### src/sv/fwbc_pkg.sv
package fwbc_pkg;

  localparam int CMD_W       = 2;
  localparam int OFFSET_W    = 31;
  localparam int BLOCK_W     = 19;
  localparam int SLOT_W      = 4;
  localparam int MAX_RESULTS = 16;
  localparam int FCNT_W      = $clog2(MAX_RESULTS);

  typedef enum logic [CMD_W-1:0] {
    CMD_READ   = 2'd0,
    CMD_WRITE  = 2'd1,
    CMD_FLUSH  = 2'd2,
    CMD_UNUSED = 2'd3
  } cmd_t;

  typedef enum logic [1:0] {
    ST_IDLE,
    ST_ACCESS,
    ST_FLUSH
  } state_t;

  // controller -> datapath
  typedef struct packed {
    logic load;        // capture request, register tag match / flush set
    logic access;      // resolve hit or miss, emit result
    logic flush_step;  // emit one flush result
  } ctrl_cmd_t;

  // datapath -> controller
  typedef struct packed {
    logic pending_any;
    logic flush_last;
    logic out_free;
  } dp_status_t;

endpackage

### src/sv/fwbc_if.sv
interface fwbc_req_if;
  logic                             valid;
  logic                             ready;
  logic [fwbc_pkg::CMD_W-1:0]       command;
  logic [fwbc_pkg::OFFSET_W-1:0]    byte_offset;

  modport source (output valid, output command, output byte_offset, input ready);
  modport sink   (input valid, input command, input byte_offset, output ready);
endinterface

interface fwbc_rsp_if;
  logic                          valid;
  logic                          ready;
  logic [fwbc_pkg::SLOT_W-1:0]   slot;
  logic                          hit;
  logic                          writeback_valid;
  logic [fwbc_pkg::BLOCK_W-1:0]  writeback_block;
  logic                          fill_valid;
  logic [fwbc_pkg::BLOCK_W-1:0]  fill_block;
  logic                          last;

  modport source (output valid, output slot, output hit, output writeback_valid,
                  output writeback_block, output fill_valid, output fill_block,
                  output last, input ready);
  modport sink   (input valid, input slot, input hit, input writeback_valid,
                  input writeback_block, input fill_valid, input fill_block,
                  input last, output ready);
endinterface

### src/sv/fwbc_datapath.sv
module fwbc_datapath #(
  parameter int ENTRIES     = 16,
  parameter int BLOCK_BYTES = 4096
) (
  input  logic                            clk,
  input  logic                            rst,
  input  fwbc_pkg::ctrl_cmd_t             ctl,
  output fwbc_pkg::dp_status_t            sts,
  input  logic [fwbc_pkg::CMD_W-1:0]      req_command,
  input  logic [fwbc_pkg::OFFSET_W-1:0]   req_byte_offset,
  output logic                            rsp_valid,
  input  logic                            rsp_ready,
  output logic [fwbc_pkg::SLOT_W-1:0]     rsp_slot,
  output logic                            rsp_hit,
  output logic                            rsp_writeback_valid,
  output logic [fwbc_pkg::BLOCK_W-1:0]    rsp_writeback_block,
  output logic                            rsp_fill_valid,
  output logic [fwbc_pkg::BLOCK_W-1:0]    rsp_fill_block,
  output logic                            rsp_last
);

  localparam int IDX_W = (ENTRIES > 1) ? $clog2(ENTRIES) : 1;
  localparam int SHIFT = $clog2(BLOCK_BYTES);

  logic [fwbc_pkg::BLOCK_W-1:0] tag_store [ENTRIES];
  logic [ENTRIES-1:0]           valid_bits;
  logic [ENTRIES-1:0]           dirty_bits;
  logic [IDX_W-1:0]             replace_ptr;

  fwbc_pkg::cmd_t               cmd_q;
  logic [fwbc_pkg::BLOCK_W-1:0] blk_q;
  // tag match vector for an access, pending dirty set for a flush
  logic [ENTRIES-1:0]           match_q;
  logic [fwbc_pkg::FCNT_W-1:0]  flush_cnt;

  logic [fwbc_pkg::BLOCK_W-1:0] blk_in;
  logic [ENTRIES-1:0]           match_in;
  logic [ENTRIES-1:0]           match_rest;
  logic [IDX_W-1:0]             first_idx;
  logic                         victim_dirty;
  logic                         out_free;

  assign blk_in = fwbc_pkg::BLOCK_W'(req_byte_offset >> SHIFT);

  always_comb begin
    for (int i = 0; i < ENTRIES; i++) begin
      match_in[i] = valid_bits[i] && (tag_store[i] == blk_in);
    end
  end

  // lowest set bit of the registered vector
  always_comb begin
    first_idx = '0;
    for (int i = ENTRIES - 1; i >= 0; i--) begin
      if (match_q[i]) first_idx = IDX_W'(i);
    end
  end

  assign match_rest   = match_q & (match_q - ENTRIES'(1));
  assign victim_dirty = valid_bits[replace_ptr] && dirty_bits[replace_ptr];
  assign out_free     = !rsp_valid || rsp_ready;

  assign sts.pending_any = |match_q;
  assign sts.flush_last  = (match_rest == '0) ||
                           (flush_cnt == fwbc_pkg::FCNT_W'(fwbc_pkg::MAX_RESULTS - 1));
  assign sts.out_free    = out_free;

  // tag store: written only on a miss
  always_ff @(posedge clk) begin
    if (ctl.access && !(|match_q)) begin
      tag_store[replace_ptr] <= blk_q;
    end
  end

  always_ff @(posedge clk) begin
    if (rst) begin
      valid_bits  <= '0;
      dirty_bits  <= '0;
      replace_ptr <= '0;
    end else if (ctl.access) begin
      if (|match_q) begin
        if (cmd_q == fwbc_pkg::CMD_WRITE) dirty_bits[first_idx] <= 1'b1;
      end else begin
        valid_bits[replace_ptr] <= 1'b1;
        dirty_bits[replace_ptr] <= (cmd_q == fwbc_pkg::CMD_WRITE);
        replace_ptr <= (replace_ptr == IDX_W'(ENTRIES - 1)) ? '0 : replace_ptr + 1'b1;
      end
    end else if (ctl.flush_step && (|match_q)) begin
      dirty_bits[first_idx] <= 1'b0;
    end
  end

  always_ff @(posedge clk) begin
    if (ctl.load) begin
      cmd_q     <= fwbc_pkg::cmd_t'(req_command);
      blk_q     <= blk_in;
      flush_cnt <= '0;
      if (req_command == fwbc_pkg::CMD_FLUSH) begin
        match_q <= valid_bits & dirty_bits;
      end else begin
        match_q <= match_in;
      end
    end else if (ctl.flush_step && (|match_q)) begin
      match_q[first_idx] <= 1'b0;
      flush_cnt          <= flush_cnt + 1'b1;
    end
  end

  always_ff @(posedge clk) begin
    if (rst) begin
      rsp_valid <= 1'b0;
    end else if (ctl.access || ctl.flush_step) begin
      rsp_valid <= 1'b1;
    end else if (rsp_ready) begin
      rsp_valid <= 1'b0;
    end
  end

  always_ff @(posedge clk) begin
    if (ctl.access) begin
      rsp_last <= 1'b1;
      if (|match_q) begin
        rsp_slot            <= fwbc_pkg::SLOT_W'(first_idx);
        rsp_hit             <= 1'b1;
        rsp_writeback_valid <= 1'b0;
        rsp_writeback_block <= '0;
        rsp_fill_valid      <= 1'b0;
        rsp_fill_block      <= '0;
      end else begin
        rsp_slot            <= fwbc_pkg::SLOT_W'(replace_ptr);
        rsp_hit             <= 1'b0;
        rsp_writeback_valid <= victim_dirty;
        rsp_writeback_block <= victim_dirty ? tag_store[replace_ptr] : '0;
        rsp_fill_valid      <= 1'b1;
        rsp_fill_block      <= blk_q;
      end
    end else if (ctl.flush_step) begin
      rsp_hit        <= 1'b0;
      rsp_fill_valid <= 1'b0;
      rsp_fill_block <= '0;
      if (|match_q) begin
        rsp_slot            <= fwbc_pkg::SLOT_W'(first_idx);
        rsp_writeback_valid <= 1'b1;
        rsp_writeback_block <= tag_store[first_idx];
        rsp_last            <= sts.flush_last;
      end else begin
        // nothing dirty: a single empty transaction
        rsp_slot            <= '0;
        rsp_writeback_valid <= 1'b0;
        rsp_writeback_block <= '0;
        rsp_last            <= 1'b1;
      end
    end
  end

endmodule

### src/sv/fwbc_ctrl.sv
module fwbc_ctrl (
  input  logic                        clk,
  input  logic                        rst,
  input  logic                        req_valid,
  output logic                        req_ready,
  input  logic [fwbc_pkg::CMD_W-1:0]  req_command,
  input  fwbc_pkg::dp_status_t        sts,
  output fwbc_pkg::ctrl_cmd_t         ctl
);

  fwbc_pkg::state_t state, state_next;

  always_ff @(posedge clk) begin
    if (rst) begin
      state <= fwbc_pkg::ST_IDLE;
    end else begin
      state <= state_next;
    end
  end

  always_comb begin
    state_next     = state;
    req_ready      = 1'b0;
    ctl.load       = 1'b0;
    ctl.access     = 1'b0;
    ctl.flush_step = 1'b0;
    case (state)
      fwbc_pkg::ST_IDLE: begin
        req_ready = 1'b1;
        if (req_valid) begin
          ctl.load = 1'b1;
          case (fwbc_pkg::cmd_t'(req_command))
            fwbc_pkg::CMD_READ, fwbc_pkg::CMD_WRITE: state_next = fwbc_pkg::ST_ACCESS;
            fwbc_pkg::CMD_FLUSH:                     state_next = fwbc_pkg::ST_FLUSH;
            default:                                 state_next = fwbc_pkg::ST_IDLE;
          endcase
        end
      end
      fwbc_pkg::ST_ACCESS: begin
        if (sts.out_free) begin
          ctl.access = 1'b1;
          state_next = fwbc_pkg::ST_IDLE;
        end
      end
      fwbc_pkg::ST_FLUSH: begin
        if (sts.out_free) begin
          ctl.flush_step = 1'b1;
          if (!sts.pending_any || sts.flush_last) state_next = fwbc_pkg::ST_IDLE;
        end
      end
      default: state_next = fwbc_pkg::ST_IDLE;
    endcase
  end

endmodule

### src/sv/fifo_write_back_block_cache_tags.sv
// Tag and control for a fully associative write-back block cache with FIFO
// replacement. When a read or write request is taken, its block
// number is compared against every valid tag in parallel and the match vector
// is registered. Once the output register is free, the controller resolves hit
// or miss, updates tags, dirty bits and the replacement pointer, and loads the
// output register. A miss reports the victim write-back (if dirty) and the
// fill in the same transaction. A flush emits one transaction per dirty slot,
// lowest slot first, one per cycle while the output register is free (at most
// 16; with none dirty a single empty transaction). A new request is taken as
// soon as the previous one is resolved, even while its result still waits in
// the output register.
module fifo_write_back_block_cache_tags #(
  parameter int ENTRIES     = 16,
  parameter int BLOCK_BYTES = 4096
) (
  input  logic       clk,
  input  logic       rst,
  fwbc_req_if.sink   req,
  fwbc_rsp_if.source rsp
);

  fwbc_pkg::ctrl_cmd_t  ctl;
  fwbc_pkg::dp_status_t sts;

  fwbc_ctrl u_ctrl (
    .clk         (clk),
    .rst         (rst),
    .req_valid   (req.valid),
    .req_ready   (req.ready),
    .req_command (req.command),
    .sts         (sts),
    .ctl         (ctl)
  );

  fwbc_datapath #(
    .ENTRIES     (ENTRIES),
    .BLOCK_BYTES (BLOCK_BYTES)
  ) u_datapath (
    .clk                 (clk),
    .rst                 (rst),
    .ctl                 (ctl),
    .sts                 (sts),
    .req_command         (req.command),
    .req_byte_offset     (req.byte_offset),
    .rsp_valid           (rsp.valid),
    .rsp_ready           (rsp.ready),
    .rsp_slot            (rsp.slot),
    .rsp_hit             (rsp.hit),
    .rsp_writeback_valid (rsp.writeback_valid),
    .rsp_writeback_block (rsp.writeback_block),
    .rsp_fill_valid      (rsp.fill_valid),
    .rsp_fill_block      (rsp.fill_block),
    .rsp_last            (rsp.last)
  );

endmodule
### src/flat_wrapper.sv
// flat-port wrapper written by rule: the top's interface ports become plain ports
module fifo_write_back_block_cache_tags_flat 
#(
  parameter int ENTRIES     = 16,
  parameter int BLOCK_BYTES = 4096
)
  (clk, rst, req_valid, req_command, req_byte_offset, req_ready, rsp_valid, rsp_slot, rsp_hit, rsp_writeback_valid, rsp_writeback_block, rsp_fill_valid, rsp_fill_block, rsp_last, rsp_ready);
  fwbc_req_if req_i ();
  fwbc_rsp_if rsp_i ();
  input  logic clk;
  input  logic rst;
  input wire logic [$bits(req_i.valid)-1:0] req_valid;
  input wire logic [$bits(req_i.command)-1:0] req_command;
  input wire logic [$bits(req_i.byte_offset)-1:0] req_byte_offset;
  output wire logic [$bits(req_i.ready)-1:0] req_ready;
  output wire logic [$bits(rsp_i.valid)-1:0] rsp_valid;
  output wire logic [$bits(rsp_i.slot)-1:0] rsp_slot;
  output wire logic [$bits(rsp_i.hit)-1:0] rsp_hit;
  output wire logic [$bits(rsp_i.writeback_valid)-1:0] rsp_writeback_valid;
  output wire logic [$bits(rsp_i.writeback_block)-1:0] rsp_writeback_block;
  output wire logic [$bits(rsp_i.fill_valid)-1:0] rsp_fill_valid;
  output wire logic [$bits(rsp_i.fill_block)-1:0] rsp_fill_block;
  output wire logic [$bits(rsp_i.last)-1:0] rsp_last;
  input wire logic [$bits(rsp_i.ready)-1:0] rsp_ready;
  assign req_i.valid = req_valid;
  assign req_i.command = req_command;
  assign req_i.byte_offset = req_byte_offset;
  assign req_ready = req_i.ready;
  assign rsp_valid = rsp_i.valid;
  assign rsp_slot = rsp_i.slot;
  assign rsp_hit = rsp_i.hit;
  assign rsp_writeback_valid = rsp_i.writeback_valid;
  assign rsp_writeback_block = rsp_i.writeback_block;
  assign rsp_fill_valid = rsp_i.fill_valid;
  assign rsp_fill_block = rsp_i.fill_block;
  assign rsp_last = rsp_i.last;
  assign rsp_i.ready = rsp_ready;
  fifo_write_back_block_cache_tags #(.ENTRIES(ENTRIES), .BLOCK_BYTES(BLOCK_BYTES)) u_core (.clk(clk), .rst(rst), .req(req_i), .rsp(rsp_i));
endmodule
### config.mk
export PLATFORM = sky130hd
export DESIGN_NAME = fifo_write_back_block_cache_tags_flat
export DESIGN_NICKNAME = d
export VERILOG_FILES = /design/src/sv/fwbc_pkg.sv /design/src/sv/fwbc_if.sv /design/src/sv/fwbc_datapath.sv /design/src/sv/fwbc_ctrl.sv /design/src/sv/fifo_write_back_block_cache_tags.sv /design/src/flat_wrapper.sv
export SDC_FILE = /design/constraint.sdc
export NUM_CORES = 1
export LEC_CHECK = 0
export ABC_CLOCK_PERIOD_IN_PS = 4000
export BUFFER_PORTS_ARGS = -buffer_cell sky130_fd_sc_hd__buf_2
export CAP_MARGIN = 20
export CORE_MARGIN = 1
export CORE_UTILIZATION = 60
export CTS_CLUSTER_DIAMETER = 200
export CTS_CLUSTER_SIZE = 30
export DETAILED_ROUTE_END_ITERATION = 10
export PLACE_DENSITY = 0.78
export SETUP_SLACK_MARGIN = 0.5
export SLEW_MARGIN = 10
export SYNTH_ARGS = -nofsm -noshare
export SYNTH_HDL_FRONTEND = slang
export SYNTH_SLANG_ARGS = --single-unit
### constraint.sdc
create_clock -name clk -period 4 [get_ports clk]
set_input_delay 0.4 -clock clk [delete_from_list [all_inputs] [get_ports clk]]
set_output_delay 0.4 -clock clk [all_outputs]
set_load 0.1 [all_outputs]
Yosys cells after proc, flatten, opt, wreduce, memory -nomap -nowiden:

Memory sizes are Yosys's and may differ from the RTL's. A register that Yosys moved wholly into a read port is not among the register bits.
Cells that the tools add are included.

* bits in registers: 126
* bits in latches: 0
* RAM bits: 304
* ROM bits: 0
* input port bits: 37
* output and inout bits: 48
* logic and storage cells: 171
* memories: 1

Memory list
* u_core.u_datapath.tag_store: depth 16, bits a word 19, read ports 18, clocked after Yosys merged registers in 1, write ports 1, RTL line fwbc_datapath.sv:25 `logic [fwbc_pkg::BLOCK_W-1:0] tag_store [ENTRIES];`

* $add $sub $neg: 3
* multipliers: 0
* divide/modulo/power cells: 0
* magnitude comparators: 4
* eq/ne operators: 28
* shift-type cells: 0
* multiplexer cells: 72
* bitwise operators: 8
* reductions and logical operators: 39

Operators by type and width (number)
* $eq 19x19->1: 16
* $mux 19: 8
* $mux 16: 7
* $mux 4: 23
* $and 16x16->16: 4
* $or 16x16->16: 2
* $mux 1: 23
* $logic_and 1x1->1: 21
* $bwmux 16: 1
* $logic_not 16->1: 1
* $not 16->16: 1
* $reduce_or 16->1: 1
* $sub 16x1->16 const B: 1
* $lt 4x5->1 const B: 2
* $add 4x1->4 const B: 2
* $bmux 1 s4: 2
* $demux 1 s4: 2
* $eq 4x4->1 const B: 2
* $ge 4x1->1 const B: 2
* $mux 2: 4
* $ne 2x2->1 const B: 4
* $reduce_bool 2->1: 4
* $eq 2x1->1 const B: 3
* $pmux 2 s3: 1
* 10 further kinds: 17

Longest topological paths before layout:

* depth after elaboration: 24
* mapped depth: 11
* mapped depth without buffers: 8

Cells and area by module:

A second synthesis with hierarchy kept.

* cells, all modules: 1796
* area, all modules: 23065.9 µm²

By module, submodules not included
* fwbc_datapath: instances 1, cells an instance 1781, area each 22942.0 µm², seq. area each 12512.0 µm²
* fwbc_ctrl: instances 1, cells an instance 15, area each 123.9 µm², seq. area each 40.0 µm²

Least setup slack after synthesis:

No wires, ideal clock.

* path type: reg-to-reg
* start: register u_core.u_ctrl.state[1]
* end: register u_core.u_datapath.match_q[15], data pin
* setup time: 0.298 ns
* data arrival time: 3.239 ns
* required time: 3.702 ns
* setup slack: 0.463 ns
* stages on the path, launching flop included: 7
* buffers on the path: 2
* clock period less this slack: 3.537 ns
* cells stage by stage: dfxtp_1 -> clkbuf_1 -> nor2_1 -> nand2_1 -> clkinv_1 -> clkbuf_1 -> o22ai_1

RTL lines
* start, declared: RTL line fwbc_ctrl.sv:11 `fwbc_pkg::state_t state, state_next;`
* start signal, assigned: RTL line fwbc_ctrl.sv:15 `state <= fwbc_pkg::ST_IDLE;`
* start signal, assigned: RTL line fwbc_ctrl.sv:17 `state <= state_next;`
* end signal, assigned: RTL line fwbc_datapath.sv:99 `match_q <= valid_bits & dirty_bits;`
* end signal, assigned: RTL line fwbc_datapath.sv:101 `match_q <= match_in;`
* end, declared: RTL line fwbc_datapath.sv:33 `logic [ENTRIES-1:0] match_q;`

Final worst setup path:

* start: register u_core.u_datapath.match_q[7]
* end: register u_core.u_datapath.rsp_writeback_block[12] (netlist name), data pin

* longest elaborated chain between the ends: 12
* elaborated cells between the ends (all ways): 14
* those cells by class: mux: 12; reduce/logical: 1; memory: 1

Ends and longest elaborated chain
* $mux 4 (8 in a row): RTL line fwbc_datapath.sv:55 `if (match_q[i]) first_idx = IDX_W'(i);`
* $mem_v2 16x19
* $mux 19: RTL line fwbc_datapath.sv:141 `if (|match_q) begin`
* $mux 19: RTL line fwbc_datapath.sv:137 `end else if (ctl.flush_step) begin`
* $mux 19 (*): RTL line fwbc_datapath.sv:120 `if (ctl.access) begin`
* end signal, assigned: RTL line fwbc_datapath.sv:133 `rsp_writeback_block <= victim_dirty ? tag_store[replace_ptr] : '0;`
* end signal, assigned: RTL line fwbc_datapath.sv:144 `rsp_writeback_block <= tag_store[first_idx];`
* end, declared: RTL line fwbc_datapath.sv:16 `output logic [fwbc_pkg::BLOCK_W-1:0] rsp_writeback_block,`

Every way passes the cells marked *; elsewhere a longest branch is shown, timed or not. The select of a mux whose other input is x is not followed.
A chain may end at the register's enable or synchronous reset.

==> results.ini <==
[logic_synthesis]
netlist_instances=1854
synthFlopType=edfxtp_1
synthTopCellsByArea=edfxtp_1 (50%), mux4_2 (9.4%), xor2_1 (8.6%)
synth_most_common_cell=edfxtp_1
yosysWarnings=0
synth_area_sq_um=23000
synth_largest_area_cell=edfxtp_1
async_reset_ff_share_pct=0
synth_seq_cells=434
avgSynthCellArea_sq_um=12.4
synth_nets=1896
synth_edf_count=386
synth_top_area_share_pct=50.3
seq_area_frac_synth_pct=54.5
synth.distinct_cells=75
yosys-top-cells-count=edfxtp_1 (386), xor2_1 (226), nand2_1 (184)

[timing]
relSlewSlack_pct=22.3
tightest_slew_ns=1.16
period_minus_slack_ns=3.52
final_max_slew_viol_count=0
rsz0062_at_grt=no
tns_ns=0
finalSetupViolations=0
hold_viol_final=0
clock.fmax_ghz=0.284
fin_crit_sh_pct=88.1
skew_ns=0.0373

[run_status]
outcome=finished, final reports clean

[setup_path]
crit_buf_inv=1
cpMaxStageDelayCell=o311ai_1
crit_path_start_kind=flop
r2r_start=u_core.u_datapath.match_q[7]
reg2reg_depth=7
r2r_slack_ns=0.48
critical_path_required_ns=4.31
critical_path.top_delay_family=simple AND/OR/NAND/NOR gates
worstSetupEndpointType=flop
cp_cell_sequence=buf_4 > o311ai_1 > nor3_2 > nand2_4 > o22ai_1 > or4_1 > o31ai_1
cpPeakStageDelay_ns=0.65
crit_type=flop to flop
path_max_fanout=17
crit_arrival_ns=3.83
rr_endpoint=u_core.u_datapath.rsp_writeback_block[12]

[clocking]
hold_buffers=0
cts_buffer_depth=3
cts_sinks=434
ctsHtreeMaxLevel=1
cts_tree=yes
worstSkewPairLatency_ns=0.60
numCtsBuffers=18
cts_root_buf=clkbuf_16
path_clk_slew_ns=0.13

[detailed_routing]
vias=17852
drt-pass1-iter-count=5
drc=0
viasPerCell=7.37
postRouteAntennaNets=0
wl_per_cell_um=36.8
wl_um=89300
drt_iter0_drc=2943

[grt]
grt_pass1_vias=16579
grt_antenna_before_repair=6
grt.overflow.total=0
grt_util_all_layers_pct=46.1
grt_pass1_wl_um=124000
grt_start_max_net_pins=42

[worst_hold_path]
hold_start=req_command[1]
min_path_type=input pin to flop
hold-path-endpoint=u_core.u_datapath.cmd_q[1]
hold_depth=1

[floorplanning]
rows=71
dieWidth_um=198
io_pins=85
die_area_sq_um=39200
coreArea_sq_um=37800
start_util_pct=61.0
die_h_um=198

[final_layout]
final_nets=1946
area_growth_pct=7.84
nFillCells=2773
drive_gt1_share_pct=17.5

[placed_design]
hpwlAfterDp_um=62000
portBuffers=72
place_congestion=1.10

[flow_run]
drv_cap=0

[pwr]
ir_drop_v=0.000474
p_per_area_nw_per_um2=397
leakagePower_nw=8.18
p_total_mw=9.85

## state kept, by name, summed over array words and instances, names as in the netlist, named ones only
register / flops
u_core.u_datapath.tag_store: 304
u_core.u_datapath.blk_q: 19
u_core.u_datapath.rsp_fill_block: 19
u_core.u_datapath.rsp_writeback_block: 19
u_core.u_datapath.dirty_bits: 16
u_core.u_datapath.match_q: 16
u_core.u_datapath.valid_bits: 16
u_core.u_datapath.flush_cnt: 4
u_core.u_datapath.replace_ptr: 4
u_core.u_datapath.rsp_slot: 4
u_core.u_ctrl.state: 2
u_core.u_datapath.cmd_q: 2
u_core.u_datapath.rsp_fill_valid: 1
u_core.u_datapath.rsp_hit: 1
u_core.u_datapath.rsp_last: 1
u_core.u_datapath.rsp_valid: 1
u_core.u_datapath.rsp_writeback_valid: 1
## cells in the final DEF, fill, tap and decap left out, drive strengths merged, types with 6 or more instances in the layout
cell     count
o2111ai     10
o211ai      10
clkbuf      25
nand4       31
and3        30
o21ai       53
a211oi       7
nand2b      13
edfxtp     386
dfxtp       48
nand2      188
a31oi       12
nor2b        6
nor2       102
nor3        27
nand3       82
inv         20
mux2i       18
nor4        64
mux4        96
or4         11
o22ai       43
o32ai        7
o221ai      22
buf        160
o31ai       10
a21o         6
xnor2       82
xor2       226
a21oi       51
## power breakdown
part           total, mW  internal, mW  leakage, nW  switching, mW
Combinational       2.22         0.534         4.01           1.68
Clock               2.33         0.894        0.249           1.43
Sequential          5.31          5.13         3.92          0.179
## timing repair
item / CTS / global route
gates resized for setup: 0 / 2
setup endpoints to repair: 0 / 12
setup buffers: 0 / 2
## how the worst max path moves through the flow
stage	start	end	depth (start not counted)	slack [ns]
2_1_floorplan	u_core.u_datapath.rsp_valid	u_core.u_datapath.rsp_fill_block[0]	2	0.60
4_1_cts	u_core.u_datapath.match_q[7]	u_core.u_datapath.rsp_writeback_block[11]	9	0.57
3_5_place_dp	u_core.u_datapath.match_q[7]	u_core.u_datapath.rsp_writeback_block[11]	9	0.60
3_3_place_gp	u_core.u_datapath.match_q[8]	u_core.u_datapath.rsp_writeback_block[14]	9	0.66
5_1_grt	u_core.u_datapath.match_q[8]	u_core.u_datapath.rsp_writeback_block[17]	8	0.51
6_report	u_core.u_datapath.match_q[7]	u_core.u_datapath.rsp_writeback_block[12]	7	0.48
## per-layer routing
layer	vias up	GRT usage, %	wire length [um]
li1	7136	-	-
met1	8686	63.2	32300
met2	1684	65.1	37600
met3	338	14.1	13400
met4	8	26.6	5960
met5	-	0	47
## kinds of logic after synthesis
| family | share of synthesized area, % |
|---|---|
| AOI/OAI and AO/OA | 8.56 |
| xor gates and xnor gates | 11.7 |
| adders and majority gates | 0.315 |
| buffers and inverters | 2.68 |
| DFF | 54.5 |
| muxes | 10.2 |
| and+or+nand+nor | 12.0 |
## layout make-up
type                       instances  area, sq um  area share, %
sequential                       434        12600           50.6
clock buffer                      25          498           2.00
tap                              511          639           2.57
antenna                            2         5.00         0.0202
timing repair buffer             160         1110           4.46
clock inverter                     1         16.3         0.0655
multi-input combinational       1270         9930           40.0
inverter                          20         76.3          0.307
## per-stage QoR
step | area, sq um | utilization [%] | instances | hold slack (ns) | worst slack [ns]
after floorplan | 23000 | - | 1854 | 0.454 | 0.605
after global placement | 24300 | 64.4 | 2393 | 0.462 | 0.661
after detailed placement | 24300 | 64.4 | 2393 | 0.483 | 0.600
after CTS | 24800 | 65.7 | 2419 | 0.0513 | 0.571
after global routing | 24800 | 65.8 | 2421 | 0.0581 | 0.513
final | 24800 | 65.8 | 2423 | 0.0495 | 0.478
(Power assumes the default switching activity.)
